**src/hw/rtl/ulcp_pkg.sv**
```systemverilog
package ulcp_pkg;

	localparam int LENGTH_LIMIT = 63;
	localparam int LEN_W = $clog2(LENGTH_LIMIT + 1);
	localparam int STORE_DEPTH = 12;
	localparam int IDX_W = $clog2(STORE_DEPTH);

	localparam int CMD_DEPTH = 2;
	localparam int CMD_PTR_W = $clog2(CMD_DEPTH);
	localparam int CMD_CNT_W = $clog2(CMD_DEPTH + 1);
	localparam int RES_DEPTH = 2;
	localparam int RES_PTR_W = $clog2(RES_DEPTH);
	localparam int RES_CNT_W = $clog2(RES_DEPTH + 1);

	localparam logic [7:0] CH_CR = 8'd13;
	localparam logic [7:0] CH_ERASE = 8'd127;
	localparam logic [7:0] CH_HASH = 8'h23;
	localparam logic [7:0] CH_LED_LO = 8'h36;
	localparam logic [7:0] CH_LED_HI = 8'h38;
	localparam logic [7:0] CH_LED_BASE = 8'h35;

	localparam logic [7:0] WHEEL_THIRD = 8'd85;
	localparam logic [7:0] WHEEL_TWO_THIRDS = 8'd170;
	localparam logic [7:0] WHEEL_MAX = 8'd255;

	localparam logic [7:0] RAINBOW_TEXT [STORE_DEPTH] = '{
		8'h23, 8'h46, 8'h55, 8'h4C, 8'h4C, 8'h52,
		8'h41, 8'h49, 8'h4E, 8'h42, 8'h4F, 8'h57
	};

	typedef enum logic [1:0] {
		OP_CHAR  = 2'd0,
		OP_ERASE = 2'd1,
		OP_CR    = 2'd2,
		OP_TICK  = 2'd3
	} op_t;

	typedef struct packed {
		op_t        op;
		logic [7:0] data;
	} cmd_t;

	typedef enum logic [3:0] {
		KIND_NONE     = 4'd0,
		KIND_ECHO     = 4'd1,
		KIND_ERASE    = 4'd2,
		KIND_SET_ONE  = 4'd3,
		KIND_SET_ALL  = 4'd4,
		KIND_BAD_LEN  = 4'd5,
		KIND_BAD_HEX  = 4'd6,
		KIND_BAD_LED  = 4'd7,
		KIND_RAINBOW  = 4'd8
	} kind_t;

	typedef struct packed {
		kind_t      kind;
		logic [7:0] echo_byte;
		logic [1:0] led_select;
		logic [7:0] red;
		logic [7:0] green;
		logic [7:0] blue;
	} res_t;

	function automatic logic hex_ok(input logic [7:0] c);
		return ((c >= 8'h30) && (c <= 8'h39)) || ((c >= 8'h41) && (c <= 8'h46));
	endfunction

	function automatic logic [3:0] hex_val(input logic [7:0] c);
		logic [7:0] v;
		if (c <= 8'h39) begin
			v = c - 8'h30;
		end else begin
			v = c - 8'h37;
		end
		return v[3:0];
	endfunction

endpackage

```
**src/hw/rtl/ulcp_front.sv**
```systemverilog
module ulcp_front (
	input  logic              clk,
	input  logic              arst_n,
	input  logic              push,
	output logic              full,
	input  logic              func,
	input  logic [7:0]        rx_byte,
	output logic              cmd_valid,
	output ulcp_pkg::cmd_t    cmd,
	input  logic              cmd_take
);

	ulcp_pkg::cmd_t                     mem_q [ulcp_pkg::CMD_DEPTH];
	logic [ulcp_pkg::CMD_PTR_W-1:0]     wr_q;
	logic [ulcp_pkg::CMD_PTR_W-1:0]     rd_q;
	logic [ulcp_pkg::CMD_CNT_W-1:0]     cnt_q;
	logic                               wr_en;
	logic                               rd_en;
	ulcp_pkg::cmd_t                     cls;

	// classify the incoming word
	always_comb begin
		cls.data = rx_byte;
		priority if (func) begin
			cls.op = ulcp_pkg::OP_TICK;
		end else if (rx_byte == ulcp_pkg::CH_CR) begin
			cls.op = ulcp_pkg::OP_CR;
		end else if (rx_byte == ulcp_pkg::CH_ERASE) begin
			cls.op = ulcp_pkg::OP_ERASE;
		end else begin
			cls.op = ulcp_pkg::OP_CHAR;
		end
	end

	assign full = (cnt_q == ulcp_pkg::CMD_CNT_W'(ulcp_pkg::CMD_DEPTH));
	assign cmd_valid = (cnt_q != '0);
	assign cmd = mem_q[rd_q];
	assign wr_en = push && !full;
	assign rd_en = cmd_take && cmd_valid;

	always_ff @(posedge clk) begin
		if (wr_en) begin
			mem_q[wr_q] <= cls;
		end
	end

	always_ff @(posedge clk or negedge arst_n) begin
		if (!arst_n) begin
			wr_q <= '0;
			rd_q <= '0;
			cnt_q <= '0;
		end else begin
			if (wr_en) begin
				wr_q <= wr_q + 1'b1;
			end
			if (rd_en) begin
				rd_q <= rd_q + 1'b1;
			end
			if (wr_en && !rd_en) begin
				cnt_q <= cnt_q + 1'b1;
			end else if (rd_en && !wr_en) begin
				cnt_q <= cnt_q - 1'b1;
			end
		end
	end

endmodule

```
**src/hw/rtl/ulcp_back.sv**
```systemverilog
module ulcp_back (
	input  logic              clk,
	input  logic              arst_n,
	input  logic              cmd_valid,
	input  ulcp_pkg::cmd_t    cmd,
	output logic              cmd_take,
	output logic              empty,
	input  logic              pop,
	output ulcp_pkg::res_t    res
);

	logic                               rainbow_q;
	logic [ulcp_pkg::LEN_W-1:0]         len_q;
	logic [7:0]                         chars_q [ulcp_pkg::STORE_DEPTH];
	logic                               tz_q;
	logic [7:0]                         wheel_q;

	ulcp_pkg::res_t                     res_mem_q [ulcp_pkg::RES_DEPTH];
	logic [ulcp_pkg::RES_PTR_W-1:0]     res_wr_q;
	logic [ulcp_pkg::RES_PTR_W-1:0]     res_rd_q;
	logic [ulcp_pkg::RES_CNT_W-1:0]     res_cnt_q;
	logic                               res_full;
	logic                               res_pop;

	logic [ulcp_pkg::STORE_DEPTH-1:0]   nz;
	logic [ulcp_pkg::STORE_DEPTH-1:0]   rb_eq;
	logic [5:0]                         hex_good;
	logic                               len8;
	logic                               len12;
	logic                               len_le12;
	logic                               len_lt12;
	logic                               len_eq12;
	logic                               len_room;
	logic [ulcp_pkg::LEN_W-1:0]         len_dec;
	logic [7:0]                         led_diff;
	logic [7:0]                         wp;
	logic [7:0]                         wq;
	logic [7:0]                         w3;
	ulcp_pkg::res_t                     res_d;

	assign res_full = (res_cnt_q == ulcp_pkg::RES_CNT_W'(ulcp_pkg::RES_DEPTH));
	assign empty = (res_cnt_q == '0);
	assign res_pop = pop && !empty;
	assign res = res_mem_q[res_rd_q];
	// a slot frees up this cycle if the oldest result is taken
	assign cmd_take = cmd_valid && (!res_full || res_pop);

	assign len_le12 = (len_q <= ulcp_pkg::LEN_W'(ulcp_pkg::STORE_DEPTH));
	assign len_lt12 = (len_q < ulcp_pkg::LEN_W'(ulcp_pkg::STORE_DEPTH));
	assign len_eq12 = (len_q == ulcp_pkg::LEN_W'(ulcp_pkg::STORE_DEPTH));
	assign len_room = (len_q < ulcp_pkg::LEN_W'(ulcp_pkg::LENGTH_LIMIT));
	assign len_dec = len_q - 1'b1;

	always_comb begin
		for (int i = 0; i < ulcp_pkg::STORE_DEPTH; i++) begin
			nz[i] = (chars_q[i] != 8'd0);
			rb_eq[i] = (chars_q[i] == ulcp_pkg::RAINBOW_TEXT[i]);
		end
		for (int i = 0; i < 6; i++) begin
			hex_good[i] = ulcp_pkg::hex_ok(chars_q[i + 1]);
		end
	end

	// chars past the line end are always zero, so the text length follows from
	// the first zero byte
	assign len8 = (&nz[7:0]) && !nz[8];
	assign len12 = (&nz) && (len_le12 || tz_q);
	assign led_diff = chars_q[7] - ulcp_pkg::CH_LED_BASE;

	// color wheel
	always_comb begin
		wp = ulcp_pkg::WHEEL_MAX - wheel_q;
		if (wp < ulcp_pkg::WHEEL_THIRD) begin
			wq = wp;
		end else if (wp < ulcp_pkg::WHEEL_TWO_THIRDS) begin
			wq = wp - ulcp_pkg::WHEEL_THIRD;
		end else begin
			wq = wp - ulcp_pkg::WHEEL_TWO_THIRDS;
		end
		w3 = wq + {wq[6:0], 1'b0};
	end

	always_comb begin
		res_d = '0;
		res_d.kind = ulcp_pkg::KIND_NONE;
		unique case (cmd.op)
			ulcp_pkg::OP_TICK: begin
				if (rainbow_q) begin
					res_d.kind = ulcp_pkg::KIND_SET_ALL;
					if (wp < ulcp_pkg::WHEEL_THIRD) begin
						res_d.red = ulcp_pkg::WHEEL_MAX - w3;
						res_d.green = w3;
					end else if (wp < ulcp_pkg::WHEEL_TWO_THIRDS) begin
						res_d.red = w3;
						res_d.blue = ulcp_pkg::WHEEL_MAX - w3;
					end else begin
						res_d.green = w3;
						res_d.blue = ulcp_pkg::WHEEL_MAX - w3;
					end
				end
			end
			ulcp_pkg::OP_CR: begin
				if (!rainbow_q) begin
					priority if (len12 && (&rb_eq)) begin
						res_d.kind = ulcp_pkg::KIND_RAINBOW;
					end else if (!len8 || (chars_q[0] != ulcp_pkg::CH_HASH)) begin
						res_d.kind = ulcp_pkg::KIND_BAD_LEN;
					end else if (!(&hex_good)) begin
						res_d.kind = ulcp_pkg::KIND_BAD_HEX;
					end else if ((chars_q[7] < ulcp_pkg::CH_LED_LO) ||
						(chars_q[7] > ulcp_pkg::CH_LED_HI)) begin
						res_d.kind = ulcp_pkg::KIND_BAD_LED;
					end else begin
						res_d.kind = ulcp_pkg::KIND_SET_ONE;
						res_d.led_select = led_diff[1:0];
						res_d.red = {ulcp_pkg::hex_val(chars_q[1]),
							ulcp_pkg::hex_val(chars_q[2])};
						res_d.green = {ulcp_pkg::hex_val(chars_q[3]),
							ulcp_pkg::hex_val(chars_q[4])};
						res_d.blue = {ulcp_pkg::hex_val(chars_q[5]),
							ulcp_pkg::hex_val(chars_q[6])};
					end
				end
			end
			ulcp_pkg::OP_ERASE: begin
				if (!rainbow_q && (len_q != '0)) begin
					res_d.kind = ulcp_pkg::KIND_ERASE;
				end
			end
			ulcp_pkg::OP_CHAR: begin
				if (!rainbow_q && len_room) begin
					res_d.kind = ulcp_pkg::KIND_ECHO;
					res_d.echo_byte = cmd.data;
				end
			end
			default: begin
				res_d.kind = ulcp_pkg::KIND_NONE;
			end
		endcase
	end

	always_ff @(posedge clk) begin
		if (cmd_take) begin
			res_mem_q[res_wr_q] <= res_d;
		end
	end

	always_ff @(posedge clk or negedge arst_n) begin
		if (!arst_n) begin
			rainbow_q <= 1'b0;
			len_q <= '0;
			tz_q <= 1'b0;
			wheel_q <= '0;
			for (int i = 0; i < ulcp_pkg::STORE_DEPTH; i++) begin
				chars_q[i] <= '0;
			end
			res_wr_q <= '0;
			res_rd_q <= '0;
			res_cnt_q <= '0;
		end else begin
			if (cmd_take) begin
				res_wr_q <= res_wr_q + 1'b1;
				unique case (cmd.op)
					ulcp_pkg::OP_TICK: begin
						if (rainbow_q) begin
							wheel_q <= wheel_q + 1'b1;
						end
					end
					ulcp_pkg::OP_CR: begin
						if (!rainbow_q) begin
							if (len12 && (&rb_eq)) begin
								rainbow_q <= 1'b1;
							end
							len_q <= '0;
							tz_q <= 1'b0;
							for (int i = 0; i < ulcp_pkg::STORE_DEPTH; i++) begin
								chars_q[i] <= '0;
							end
						end
					end
					ulcp_pkg::OP_ERASE: begin
						if (!rainbow_q && (len_q != '0)) begin
							len_q <= len_dec;
							if (len_dec < ulcp_pkg::LEN_W'(ulcp_pkg::STORE_DEPTH)) begin
								chars_q[len_dec[ulcp_pkg::IDX_W-1:0]] <= '0;
							end else if (len_dec == ulcp_pkg::LEN_W'(ulcp_pkg::STORE_DEPTH)) begin
								tz_q <= 1'b0;
							end
						end
					end
					ulcp_pkg::OP_CHAR: begin
						if (!rainbow_q && len_room) begin
							len_q <= len_q + 1'b1;
							if (len_lt12) begin
								chars_q[len_q[ulcp_pkg::IDX_W-1:0]] <= cmd.data;
							end else if (len_eq12) begin
								tz_q <= (cmd.data == 8'd0);
							end
						end
					end
					default: begin
						len_q <= len_q;
					end
				endcase
			end
			if (res_pop) begin
				res_rd_q <= res_rd_q + 1'b1;
			end
			if (cmd_take && !res_pop) begin
				res_cnt_q <= res_cnt_q + 1'b1;
			end else if (res_pop && !cmd_take) begin
				res_cnt_q <= res_cnt_q - 1'b1;
			end
		end
	end

endmodule

```
**src/hw/rtl/uart_led_color_command_parser_top.sv**
```systemverilog
// Each pushed word is queued; when taken, its result is registered into the result queue.
// Throughput: one word per cycle unless a full queue stalls; both queues are two words deep.
// The result of each word is produced in the single cycle it is executed by the back end.
// Reset (arst_n low, asynchronous): both queues empty, line cleared, rainbow mode off,
// wheel position zero.
module uart_led_color_command_parser_top (
	input  logic       clk,
	input  logic       arst_n,
	input  logic       push,
	output logic       full,
	input  logic       func,
	input  logic [7:0] rx_byte,
	output logic       empty,
	input  logic       pop,
	output logic [3:0] kind,
	output logic [7:0] echo_byte,
	output logic [1:0] led_select,
	output logic [7:0] red,
	output logic [7:0] green,
	output logic [7:0] blue
);

	logic              cmd_valid;
	logic              cmd_take;
	ulcp_pkg::cmd_t    cmd;
	ulcp_pkg::res_t    res;

	ulcp_front u_front (
		.clk       (clk),
		.arst_n    (arst_n),
		.push      (push),
		.full      (full),
		.func      (func),
		.rx_byte   (rx_byte),
		.cmd_valid (cmd_valid),
		.cmd       (cmd),
		.cmd_take  (cmd_take)
	);

	ulcp_back u_back (
		.clk       (clk),
		.arst_n    (arst_n),
		.cmd_valid (cmd_valid),
		.cmd       (cmd),
		.cmd_take  (cmd_take),
		.empty     (empty),
		.pop       (pop),
		.res       (res)
	);

	assign kind = res.kind;
	assign echo_byte = res.echo_byte;
	assign led_select = res.led_select;
	assign red = res.red;
	assign green = res.green;
	assign blue = res.blue;

endmodule
```
**config.mk**
```make
export PLATFORM = sky130hd
export DESIGN_NAME = uart_led_color_command_parser_top
export DESIGN_NICKNAME = d
export VERILOG_FILES = /design/src/hw/rtl/ulcp_pkg.sv /design/src/hw/rtl/ulcp_front.sv /design/src/hw/rtl/ulcp_back.sv /design/src/hw/rtl/uart_led_color_command_parser_top.sv
export SDC_FILE = /design/constraint.sdc
export NUM_CORES = 1
export LEC_CHECK = 0
export ABC_AREA = 1
export ABC_CLOCK_PERIOD_IN_PS = 3200
export BUFFER_PORTS_ARGS = -buffer_cell sky130_fd_sc_hd__buf_2
export CAP_MARGIN = 5
export CORE_ASPECT_RATIO = 1.2
export CORE_MARGIN = 2
export CORE_UTILIZATION = 35
export DETAILED_ROUTE_END_ITERATION = 7
export GPL_TIMING_DRIVEN = 0
export PLACE_DENSITY = 0.61
export SYNTH_ARGS = -nofsm -noshare
export SYNTH_HDL_FRONTEND = slang
export SYNTH_SLANG_ARGS = --single-unit
```
**constraint.sdc**
```tcl
create_clock -name clk -period 3.2 [get_ports clk]
set_input_delay 0.48 -clock clk [delete_from_list [all_inputs] [get_ports clk]]
set_output_delay 0.48 -clock clk [all_outputs]
set_load 0.01 [all_outputs]
```
[Word level (Yosys, flattened, before mapping)]
Memory sizes are Yosys's and may differ from the RTL's.
Index checks and enable logic that the tools add are counted.
Storage, ports and cells
  bits in registers: 120
  bits in writable memories: 96
  input bits: 13
  output and inout port bits: 40
  word-level logic and storage cells: 266
  memories kept: 2
Cells by class
  add/subtract/negate cells: 29
  $lt $le $gt $ge: 36
  equal/unequal tests: 31
  mux-type cells: 66
  bitwise gates (word level): 4
  reduce and logical (&&, ||, !) cells: 76
Memory list
  u_back.res_mem_q: words 2, bits a word 38, rd ports 1, clocked after Yosys merged registers in 0, write ports 1, line ulcp_back.sv:18  | ulcp_pkg::res_t res_mem_q [ulcp_pkg::RES_DEPTH];
  u_front.mem_q: words 2, bits a word 10, rd ports 1, clocked after Yosys merged registers in 0, write ports 1, line ulcp_front.sv:13  | ulcp_pkg::cmd_t mem_q [ulcp_pkg::CMD_DEPTH];
Operator list (number)
  $mux W96: 5
  $pmux W96 S3: 1
  $mux W26: 5
  $and A96 B96 Y96: 1
  $bwmux W96: 1
  $eq A8 B7 Y1 const B: 12
  $not A96 Y96: 1
  $reduce_bool A8 Y1: 12
  $demux W8 S4: 2
  $mux W8: 8
  $ge A8 B6 Y1 const B: 6
  $ge A8 B7 Y1 const B: 6
  $le A8 B6 Y1 const B: 6
  $le A8 B7 Y1 const B: 6
  $pmux W24 S2: 1
  $mux W4: 10
  $logic_and A1 B1 Y1: 27
  $mux W24: 1
  $reduce_and A12 Y1: 2
  $sub A4 B1 Y4 const B: 6
  $sub A4 B3 Y4 const B: 6
  $mux W6: 3
  $pmux W6 S3: 1
  $mux W16: 1
  48 further kinds: 112

[Depth between registers and ports, before layout]
Gate-level depths: netlist of the first run.
  depth after elaboration: 11
  depth in mapped cells: 21
  gate-level depth less buffers: 20

[Modules after synthesis]
A second synthesis of the first run with hierarchy kept.
Unflattened totals
  cell total of the unflattened synthesis: 1510
  area, all modules: 12537.0 sq um
Modules (own cells, without submodules)
  ulcp_back: instances 1, cells an instance 1412, area an instance 11506.0 sq um, seq. area each 5185.0 sq um
  ulcp_front: instances 1, cells an instance 98, area an instance 1031.0 sq um, seq. area each 700.7 sq um

[Worst setup path before layout of the first run]
OpenSTA, ideal clock, no wires.
  kind: register to register
  start point: register u_back.wheel_q[2]
  end point: memory u_back.res_mem_q[0][23] in the netlist's numbering (data pin)
  library setup time: 257 ps
  arrival: 2987 ps
  required time: 2943 ps
  path slack: -44 ps
  cell stages (with the launch flop): 21
  buffers on the path: 2
  period minus slack after synthesis: 3244 ps
  cell sequence: dfrtp_1 > clkbuf_1 > inv_1 > o21ai_0 > nand2_1 > nand2_1 > nand2_1 > inv_1 > buf_2 > a21oi_1 > inv_1 > ha_1 > inv_1 > fa_1 > o21ai_0 > a21o_1 > a21oi_1 > nand3_1 > nand3_1 > nand3_1 > nand2_1
RTL lines
  from (decl): line ulcp_back.sv:16  | logic [7:0] wheel_q;
  from (signal assigned): line ulcp_back.sv:166  | wheel_q <= wheel_q + 1'b1;
  to (decl): line ulcp_back.sv:18

==> results of run 1 <==
-- logic make-up after synthesis --
kind of cell | count (synthesis) | synth area share [%]
mux | 3 | 0.233
xor+xnor | 38 | 2.59
flops | 216 | 45.7
buf+inv | 259 | 7.81
fa+ha+maj | 48 | 4.73
compound gates | 334 | 14.5
simple gates | 755 | 24.4
-- cells in the mapped netlist, drive strengths merged (2+ instances only) --
master,count
o21bai,3
nand2,414
xnor2,4
clkbuf,30
dfrtp,120
nor3,33
nor4,8
buf,20
a21o,7
nand3,113
mux2i,3
edfxtp,96
inv,205
o21a,2
nand4,22
or2,10
clkinv,4
a31oi,4
nor2,151
xor2,34
a21oi,64
o21ai,186
ha,47
o211ai,19
o22ai,39
-- worst max-delay path by stage --
| stage | start | end | slack (ps) | cells after the start |
|---|---|---|---|---|
| detailed placement | u_back.wheel_q[2] | u_back.res_mem_q[0][21] | -680 | 18 |
| global route | u_back.wheel_q[1] | u_back.res_mem_q[1][22] | -70 | 20 |
| global placement | pop | u_back.res_mem_q[1][32] | -1090 | 5 |
| CTS | u_back.wheel_q[1] | u_back.res_mem_q[0][23] | 9 | 19 |
| floorplan | u_back.wheel_q[2] | u_back.res_mem_q[0][23] | 30 | 20 |
| finish | u_back.wheel_q[1] | u_back.res_mem_q[0][23] | 80 | 18 |
-- metal layers --
layer | wire (um) | vias up | share of wire [%] | global-route usage, %
li1 | - | 5710 | - | -
met1 | 16200 | 5529 | 41 | 26.1
met2 | 19000 | 439 | 48 | 33.9
met3 | 2500 | 86 | 6.4 | 2.43
met4 | 1530 | 0 | 3.9 | 7.53
met5 | 0 | - | 0 | 0
-- registers in the layout, summed over array words and instances (netlist names), 2 cells and up --
| signal | count |
|---|---|
| u_back.res_cnt_q | 2 |
| u_back.res_mem_q | 76 |
| u_front.cnt_q | 2 |
| u_back.len_q | 6 |
| u_front.mem_q | 20 |
| u_back.wheel_q | 8 |
| u_back.chars_q | 96 |
-- power by group --
part	switching, mW	leakage, nW	internal, mW	total (mW)
sequential	0.230	2.11	3.92	4.15
combinational	4.24	4.39	2.17	6.41
clock	1.25	0.410	1.77	3.02
total	5.72	6.90	7.86	13.6
-- worst max-delay path: stages, from the launching register on --
cell and delay [ps]:
dfrtp_2 440, ha_4 180, o21ai_4 150, nand2_2 90, nand3_4 100, nand2_4 90
buf_4 140, o22ai_2 90, xor2_1 220, ha_1 310, a21oi_2 200, o21ai_4 90
a21o_1 190, a21oi_2 210, inv_2 70, nand3_2 90, nand3_2 80, nand3_2 80
nand2_2 60
-- cell type report --
class / instances / area share [%]
Multi-Input combinational cell: 1178 / 41.2
Sequential cell: 216 / 39.0
Inverter: 209 / 5.27
Clock buffer: 25 / 4.14
Tap cell: 468 / 3.88
Timing Repair Buffer: 77 / 3.45
Clock inverter: 21 / 1.61
Buffer: 44 / 1.41
-- cell usage in the layout (no fill, tap or decap), types with 13 or more instances in the layout --
cell type | Yosys | routed
nor2_1 | 148 | 146
clkbuf_16 | 0 | 25
xor2_1 | 34 | 31
nand2_1 | 414 | 407
o21ai_0 | 172 | 165
o21ai_1 | 12 | 15
buf_2 | 14 | 63
a21oi_1 | 60 | 53
nand4_1 | 22 | 22
nor3_1 | 33 | 32
nand3_1 | 112 | 105
dfrtp_1 | 120 | 114
inv_2 | 6 | 13
inv_1 | 199 | 190
o22ai_1 | 39 | 38
edfxtp_1 | 96 | 96
clkbuf_1 | 30 | 22
buf_4 | 2 | 21
o211ai_1 | 19 | 19
ha_1 | 47 | 42
-- repair_timing --
item	CTS	global route
hold endpoints to repair	38	0
cloned	0	0
hold buffers	1	0
pin swaps	2	18
setup buffers	8	11
setup endpoints to repair	44	58
gates resized for setup	24	56
==> flow_summary.rst, run 1 <==
.. list-table::
   :header-rows: 1

   * - Metric
     - Value
   * - Leakage power figure
     - approximately 7 nW
   * - Yosys cell types
     - 50
   * - Final critical-path share of the clock period
     - 97.5%
   * - Min Hold Slack
     - roughly 150 ps
   * - Hold Fails Final Rpt
     - 0
   * - Number of vias per cell
     - 5.26
   * - Wire length per cell
     - ~18 um
   * - Min Tclk post-route
     - 3120 ps
   * - Number of synthesized register bits
     - around 220
   * - Post-layout instance count excluding filler cells
     - about 2200
   * - Multi-input combinational cell area
     - 6230 sq um
   * - Maximum clock frequency
     - approximately 320 MHz
   * - Sum of internal, switching and leakage power
     - about 14 mW
   * - Setup TNS
     - 0 ps
   * - Max-cap violation count
     - 0
   * - Seq. cell area
     - between 5000 and 6000 sq um
   * - Mapped Nets
     - between 1500 and 2000
   * - Relative slew slack
     - about 5.6%
   * - Hold Crit Class
     - in -> reg
   * - Setup slack, reg-to-reg
     - between 70 and 80 ps
   * - TritonCTS Buffers
     - 25
   * - Largest net degree at the start of global routing
     - 83
   * - Gr usage total
     - 20.1%
   * - Run status
     - finished clean
   * - Capture endpoint of the worst hold path
     - u_front.mem_q[1][2]
   * - Count of buffers inserted at the top-level ports
     - 52
   * - Netlist area before placement
     - between 10000 and 15000 sq um
   * - Terminus of the critical flop-to-flop path
     - u_back.res_mem_q[0][23]
   * - Share of the core filled with cells
     - between 40% and 50%
   * - Die Footprint
     - around 38000 sq um
   * - Synth top area share
     - about a quarter
   * - Number of clock sinks
     - 216
   * - VDD IR-drop max
     - about 0.55 mV
   * - DRC Markers
     - 0
   * - Setup clock skew after layout
     - 11.7 ps
   * - Vertical die dimension
     - approximately 210 um
   * - Async S/R FF share, synth
     - 55.6%
   * - Placed inst area
     - ~14000 sq um
   * - Total global routing overflow
     - 0
   * - Initial Util
     - a little over a third
   * - CP Class
     - reg -> reg
   * - Worst-Margin Slew
     - 1410 ps
   * - Routed via count
     - 11800
   * - Number of antenna violations at the first check in global routing
     - 0
   * - Category of the worst setup path launch point
     - flip-flop
   * - Area added between synthesis and finish
     - 17.4%
   * - Cell count of the worst hold path
     - 1
   * - Worst setup slack after placement
     - -676 ps
   * - Number of warning messages in the yosys log
     - 0
   * - Number of DRC violations after detailed-routing iteration 0
     - around 1100
   * - Largest fanout on the critical path
     - 5
   * - Required @ worst endpoint
     - around 3500 ps
   * - Max-slew violations
     - 0
   * - Mean instance size in the synthesized netlist
     - between 7 and 8 sq um
   * - Core footprint
     - between 30000 and 40000 sq um
   * - Main flop type after synthesis
     - dfrtp_1
   * - Insertion delay to the later sink of the worst-skew pair
     - 540 ps
   * - RePlAce Congestion
     - approximately 0.96
   * - Final design area excluding fillers
     - between 15000 and 20000 sq um
   * - Sum of routed wire length over all layers
     - ~40000 um
   * - Largest buffer count on any clock path
     - 3
   * - Hold Startpoint
     - rx_byte[2]
   * - Post-DP HPWL
     - just under 30000 um
   * - Wire length of the first global-routing pass
     - between 60000 and 70000 um
   * - Top Ports
     - 53
   * - Most area-hungry cell type in the Yosys netlist
     - dfrtp_1
   * - DRT antenna net count
     - 0
   * - Clock Pin Slew Worst Setup and Hold Paths
     - ~60 ps
   * - Root buffer cell
     - clkbuf_16
   * - H-Tree Level Count
     - 1
   * - RSZ-0062 raised after global routing
     - true
   * - Number of global-route vias before repair
     - around 11000
   * - Main area contributors after synthesis
     - dfrtp_1, edfxtp_1, nand2_1
   * - Post-synth EDFFs
     - 96
   * - Number of cells produced by synthesis
     - approximately 1700
   * - Final Worst Setup Slack
     - around 80 ps
   * - Number of nets in the layout
     - 1812
   * - Detailed-routing iteration count for the pre-antenna-repair pass
     - 6
   * - Number of setup violations in the final report
     - 0
   * - Cell Rows
     - 76
   * - Power Density
     - around 900 nW/um^2
   * - CP endpoint kind
     - flip-flop
   * - Diodes inserted
     - 0
   * - Reg2reg start
     - u_back.wheel_q[1]
   * - Clock tree from TritonCTS
     - yes
   * - Width of the die
     - 179 um
   * - Filler cell count in the final layout
     - 3620
   * - Fraction of final layout cells sized beyond drive strength 1
     - ~13%
   * - Logic depth of the worst register-to-register path
     - 18
   * - Data arrival time of the critical path
     - between 3000 and 4000 ps
   * - Cell Count Post-Placement
     - ~2200
   * - Part of the Yosys area used for sequential elements
     - 45.7%
Power figures use the tool's default switching activity.
==> run 2, diff against run 1 <==
ABC_CLOCK_PERIOD_IN_PS = 3400   (was 3200)
BUFFER_PORTS_ARGS = -buffer_cell sky130_fd_sc_hd__clkbuf_2   (was -buffer_cell sky130_fd_sc_hd__buf_2)
PLACE_DENSITY = 0.59   (was 0.61)
clock period = 3.4 ns   (was 3.2 ns; I/O delays follow)
==> run 2 against run 1 <==
Cell area decreased by 2.0%; fmax down 3.6%; highest routed layer unchanged; combinational power shrank 14%; utilization is 0.84 points lower; sequential share of layout area grew 0.78 points; largest cell class unchanged; global-route usage is 0.57 points higher; hold slack improved by 22 ps; clock skew grew 22 ps.
==> flow_summary.rst, run 2 (synthesized netlist as in run 1, its figures left out) <==
.. list-table::
   :header-rows: 1

   * - Metric
     - Value
   * - Number of antenna violations at the first check in global routing
     - 0
   * - Top Ports
     - 53
   * - Fraction of final layout cells sized beyond drive strength 1
     - a little under 10%
   * - Sum of routed wire length over all layers
     - roughly 40000 um
   * - Number of DRC violations after detailed-routing iteration 0
     - roughly 940
   * - Clock tree from TritonCTS
     - yes
   * - Hold Fails Final Rpt
     - 0
   * - Initial Util
     - 35.7%
   * - Vertical die dimension
     - 214 um
   * - Required @ worst endpoint
     - 3700 ps
   * - Number of global-route vias before repair
     - roughly 11000
   * - Largest net degree at the start of global routing
     - 89
   * - Insertion delay to the later sink of the worst-skew pair
     - between 500 and 600 ps
   * - Leading cell type in the layout, fill and taps excluded
     - nand2_1
   * - Run status
     - finished clean
   * - Maximum clock frequency
     - about 310 MHz
   * - Clock Pin Slew Worst Setup and Hold Paths
     - 60 ps
   * - Commonest cells after routing, fill and taps aside
     - nand2_1, inv_1, o21ai_0
   * - Number of clock sinks
     - 216
   * - Hold Startpoint
     - rx_byte[2]
   * - H-Tree Level Count
     - 1
   * - Number of setup violations in the final report
     - 0
   * - Worst setup slack after placement
     - -573 ps
   * - Relative slew slack
     - 12.2%
   * - Hold Crit Class
     - in -> reg
   * - Wire length per cell
     - approximately 18 um
   * - Cell count of the worst hold path
     - 1
   * - Diodes inserted
     - 0
   * - First element of the critical path
     - u_back.wheel_q[6]
   * - DRC Markers
     - 0
   * - Root buffer cell
     - clkbuf_16
   * - Core footprint
     - ~36000 sq um
   * - Routed via count
     - between 10000 and 15000
   * - RePlAce Congestion
     - between 0.9 and 1
   * - Wire length of the first global-routing pass
     - about 60000 um
   * - Gr usage total
     - 20.6%
   * - Min Tclk post-route
     - between 3000 and 4000 ps
   * - Logic depth of the worst register-to-register path
     - 18
   * - Filler cell count in the final layout
     - roughly 3700
   * - Post-DP HPWL
     - 29300 um
   * - Category of the worst setup path launch point
     - flip-flop
   * - Area added between synthesis and finish
     - 15.0%
   * - Data arrival time of the critical path
     - around 3500 ps
   * - Largest registers in the final layout
     - u_back.chars_q x96, u_back.res_mem_q x76, u_front.mem_q x20
   * - Number of nets in the layout
     - roughly 1800
   * - VDD IR-drop max
     - 0.406 mV
   * - Terminus of the critical flop-to-flop path
     - u_back.res_mem_q[0][23]
   * - Final Worst Setup Slack
     - ~160 ps
   * - Width of the die
     - between 150 and 200 um
   * - Die Footprint
     - approximately 38000 sq um
   * - Most flops, register
     - u_back.chars_q
   * - Multi-input combinational cell area
     - 6070 sq um
   * - Reg2reg start
     - u_back.wheel_q[6]
   * - Setup clock skew after layout
     - around 34 ps
   * - Flip-flop count of the largest register after layout
     - 96
   * - Total global routing overflow
     - 0
   * - Largest fanout on the critical path
     - 10
   * - Count of buffers inserted at the top-level ports
     - 52
   * - Setup slack, reg-to-reg
     - around 160 ps
   * - Cell Rows
     - 76
   * - Power Density
     - between 800 and 900 nW/um^2
   * - Seq. cell area
     - a little under 6000 sq um
   * - Detailed-routing iteration count for the pre-antenna-repair pass
     - 5
   * - Leakage power figure
     - between 6 and 7 nW
   * - Sum of internal, switching and leakage power
     - between 10 and 15 mW
   * - DRT antenna net count
     - 0
   * - TritonCTS Buffers
     - 25
   * - CP endpoint kind
     - flip-flop
   * - Capture endpoint of the worst hold path
     - u_front.mem_q[0][2]
   * - Max-slew violations
     - 0
   * - Final critical-path share of the clock period
     - between 90% and 100%
   * - Worst-Margin Slew
     - 1310 ps
   * - Number of vias per cell
     - about 5.2
   * - Largest buffer count on any clock path
     - 3
   * - CP Class
     - reg -> reg
   * - Setup TNS
     - 0 ps
   * - Max-cap violation count
     - 0
run 2: metal layers:
layer	vias up	share of wire [%]	track usage [%]
met3	105	5.6	2.57
met2	399	47	34.0
li1	5694	-	-
met5	-	0	0
met4	0	4.4	9.05
met1	5472	43	27.0
run 2: what timing repair did:
item / 4_1_cts / 5_1_grt
hold endpoints to repair: 32 / 0
pin swaps: 2 / 6
resized for setup: 13 / 17
hold buffers: 1 / 0
setup buffers: 5 / 5
endpoints found under the setup margin: 28 / 34
cloned: 0 / 0
run 2: worst max-delay path by stage:
stage	endpoint	depth (start not counted)
6_report	u_back.res_mem_q[0][23]	18
5_1_grt	u_back.res_mem_q[1][23]	19
4_1_cts	u_back.res_mem_q[0][23]	19
3_5_place_dp	u_back.res_mem_q[0][21]	18
3_3_place_gp	u_back.res_mem_q[1][28]	5
2_1_floorplan	u_back.res_mem_q[0][23]	20
run 2: power by group:
group	switching, mW	internal (mW)
sequential	0.211	3.69
clock	1.17	1.51
combinational	3.74	1.80
run 2: layout make-up:
| type | instances | area share, % |
|---|---|---|
| clock buffer | 28 | 4.30 |
| tap | 468 | 3.96 |
| timing repair buffer | 69 | 3.08 |
| sequential | 216 | 39.8 |
| multi-input combinational | 1178 | 41.0 |
| clock inverter | 18 | 1.07 |
| inverter | 209 | 5.31 |
| buffer | 46 | 1.45 |
run 2: critical path: stages, from the launching register on:
cell and delay (ps):
dfrtp_1 510, inv_1 130, nand2_1 110, nand3_2 150
nand2_4 140, inv_1 60, buf_4 170, o2bb2ai_1 140
a31oi_2 200, ha_1 300, a21oi_1 190, o21ai_2 100
a21o_1 180, a21oi_2 160, inv_1 70, nand3_1 110
nand3_1 90, nand3_1 100, nand2_1 90
run 2: through the flow:
step / cells / instance area, sq um / hold WS, ps / utilization [%]
floorplan: 1653 / 12900 / 214 / -
global placement: 2173 / 13700 / 504 / 38.0
detailed placement: 2178 / 13800 / 437 / 38.4
CTS: 2226 / 14700 / 152 / 40.8
global route: 2232 / 14800 / 164 / 41.1
finish: 2232 / 14800 / 175 / 41.1
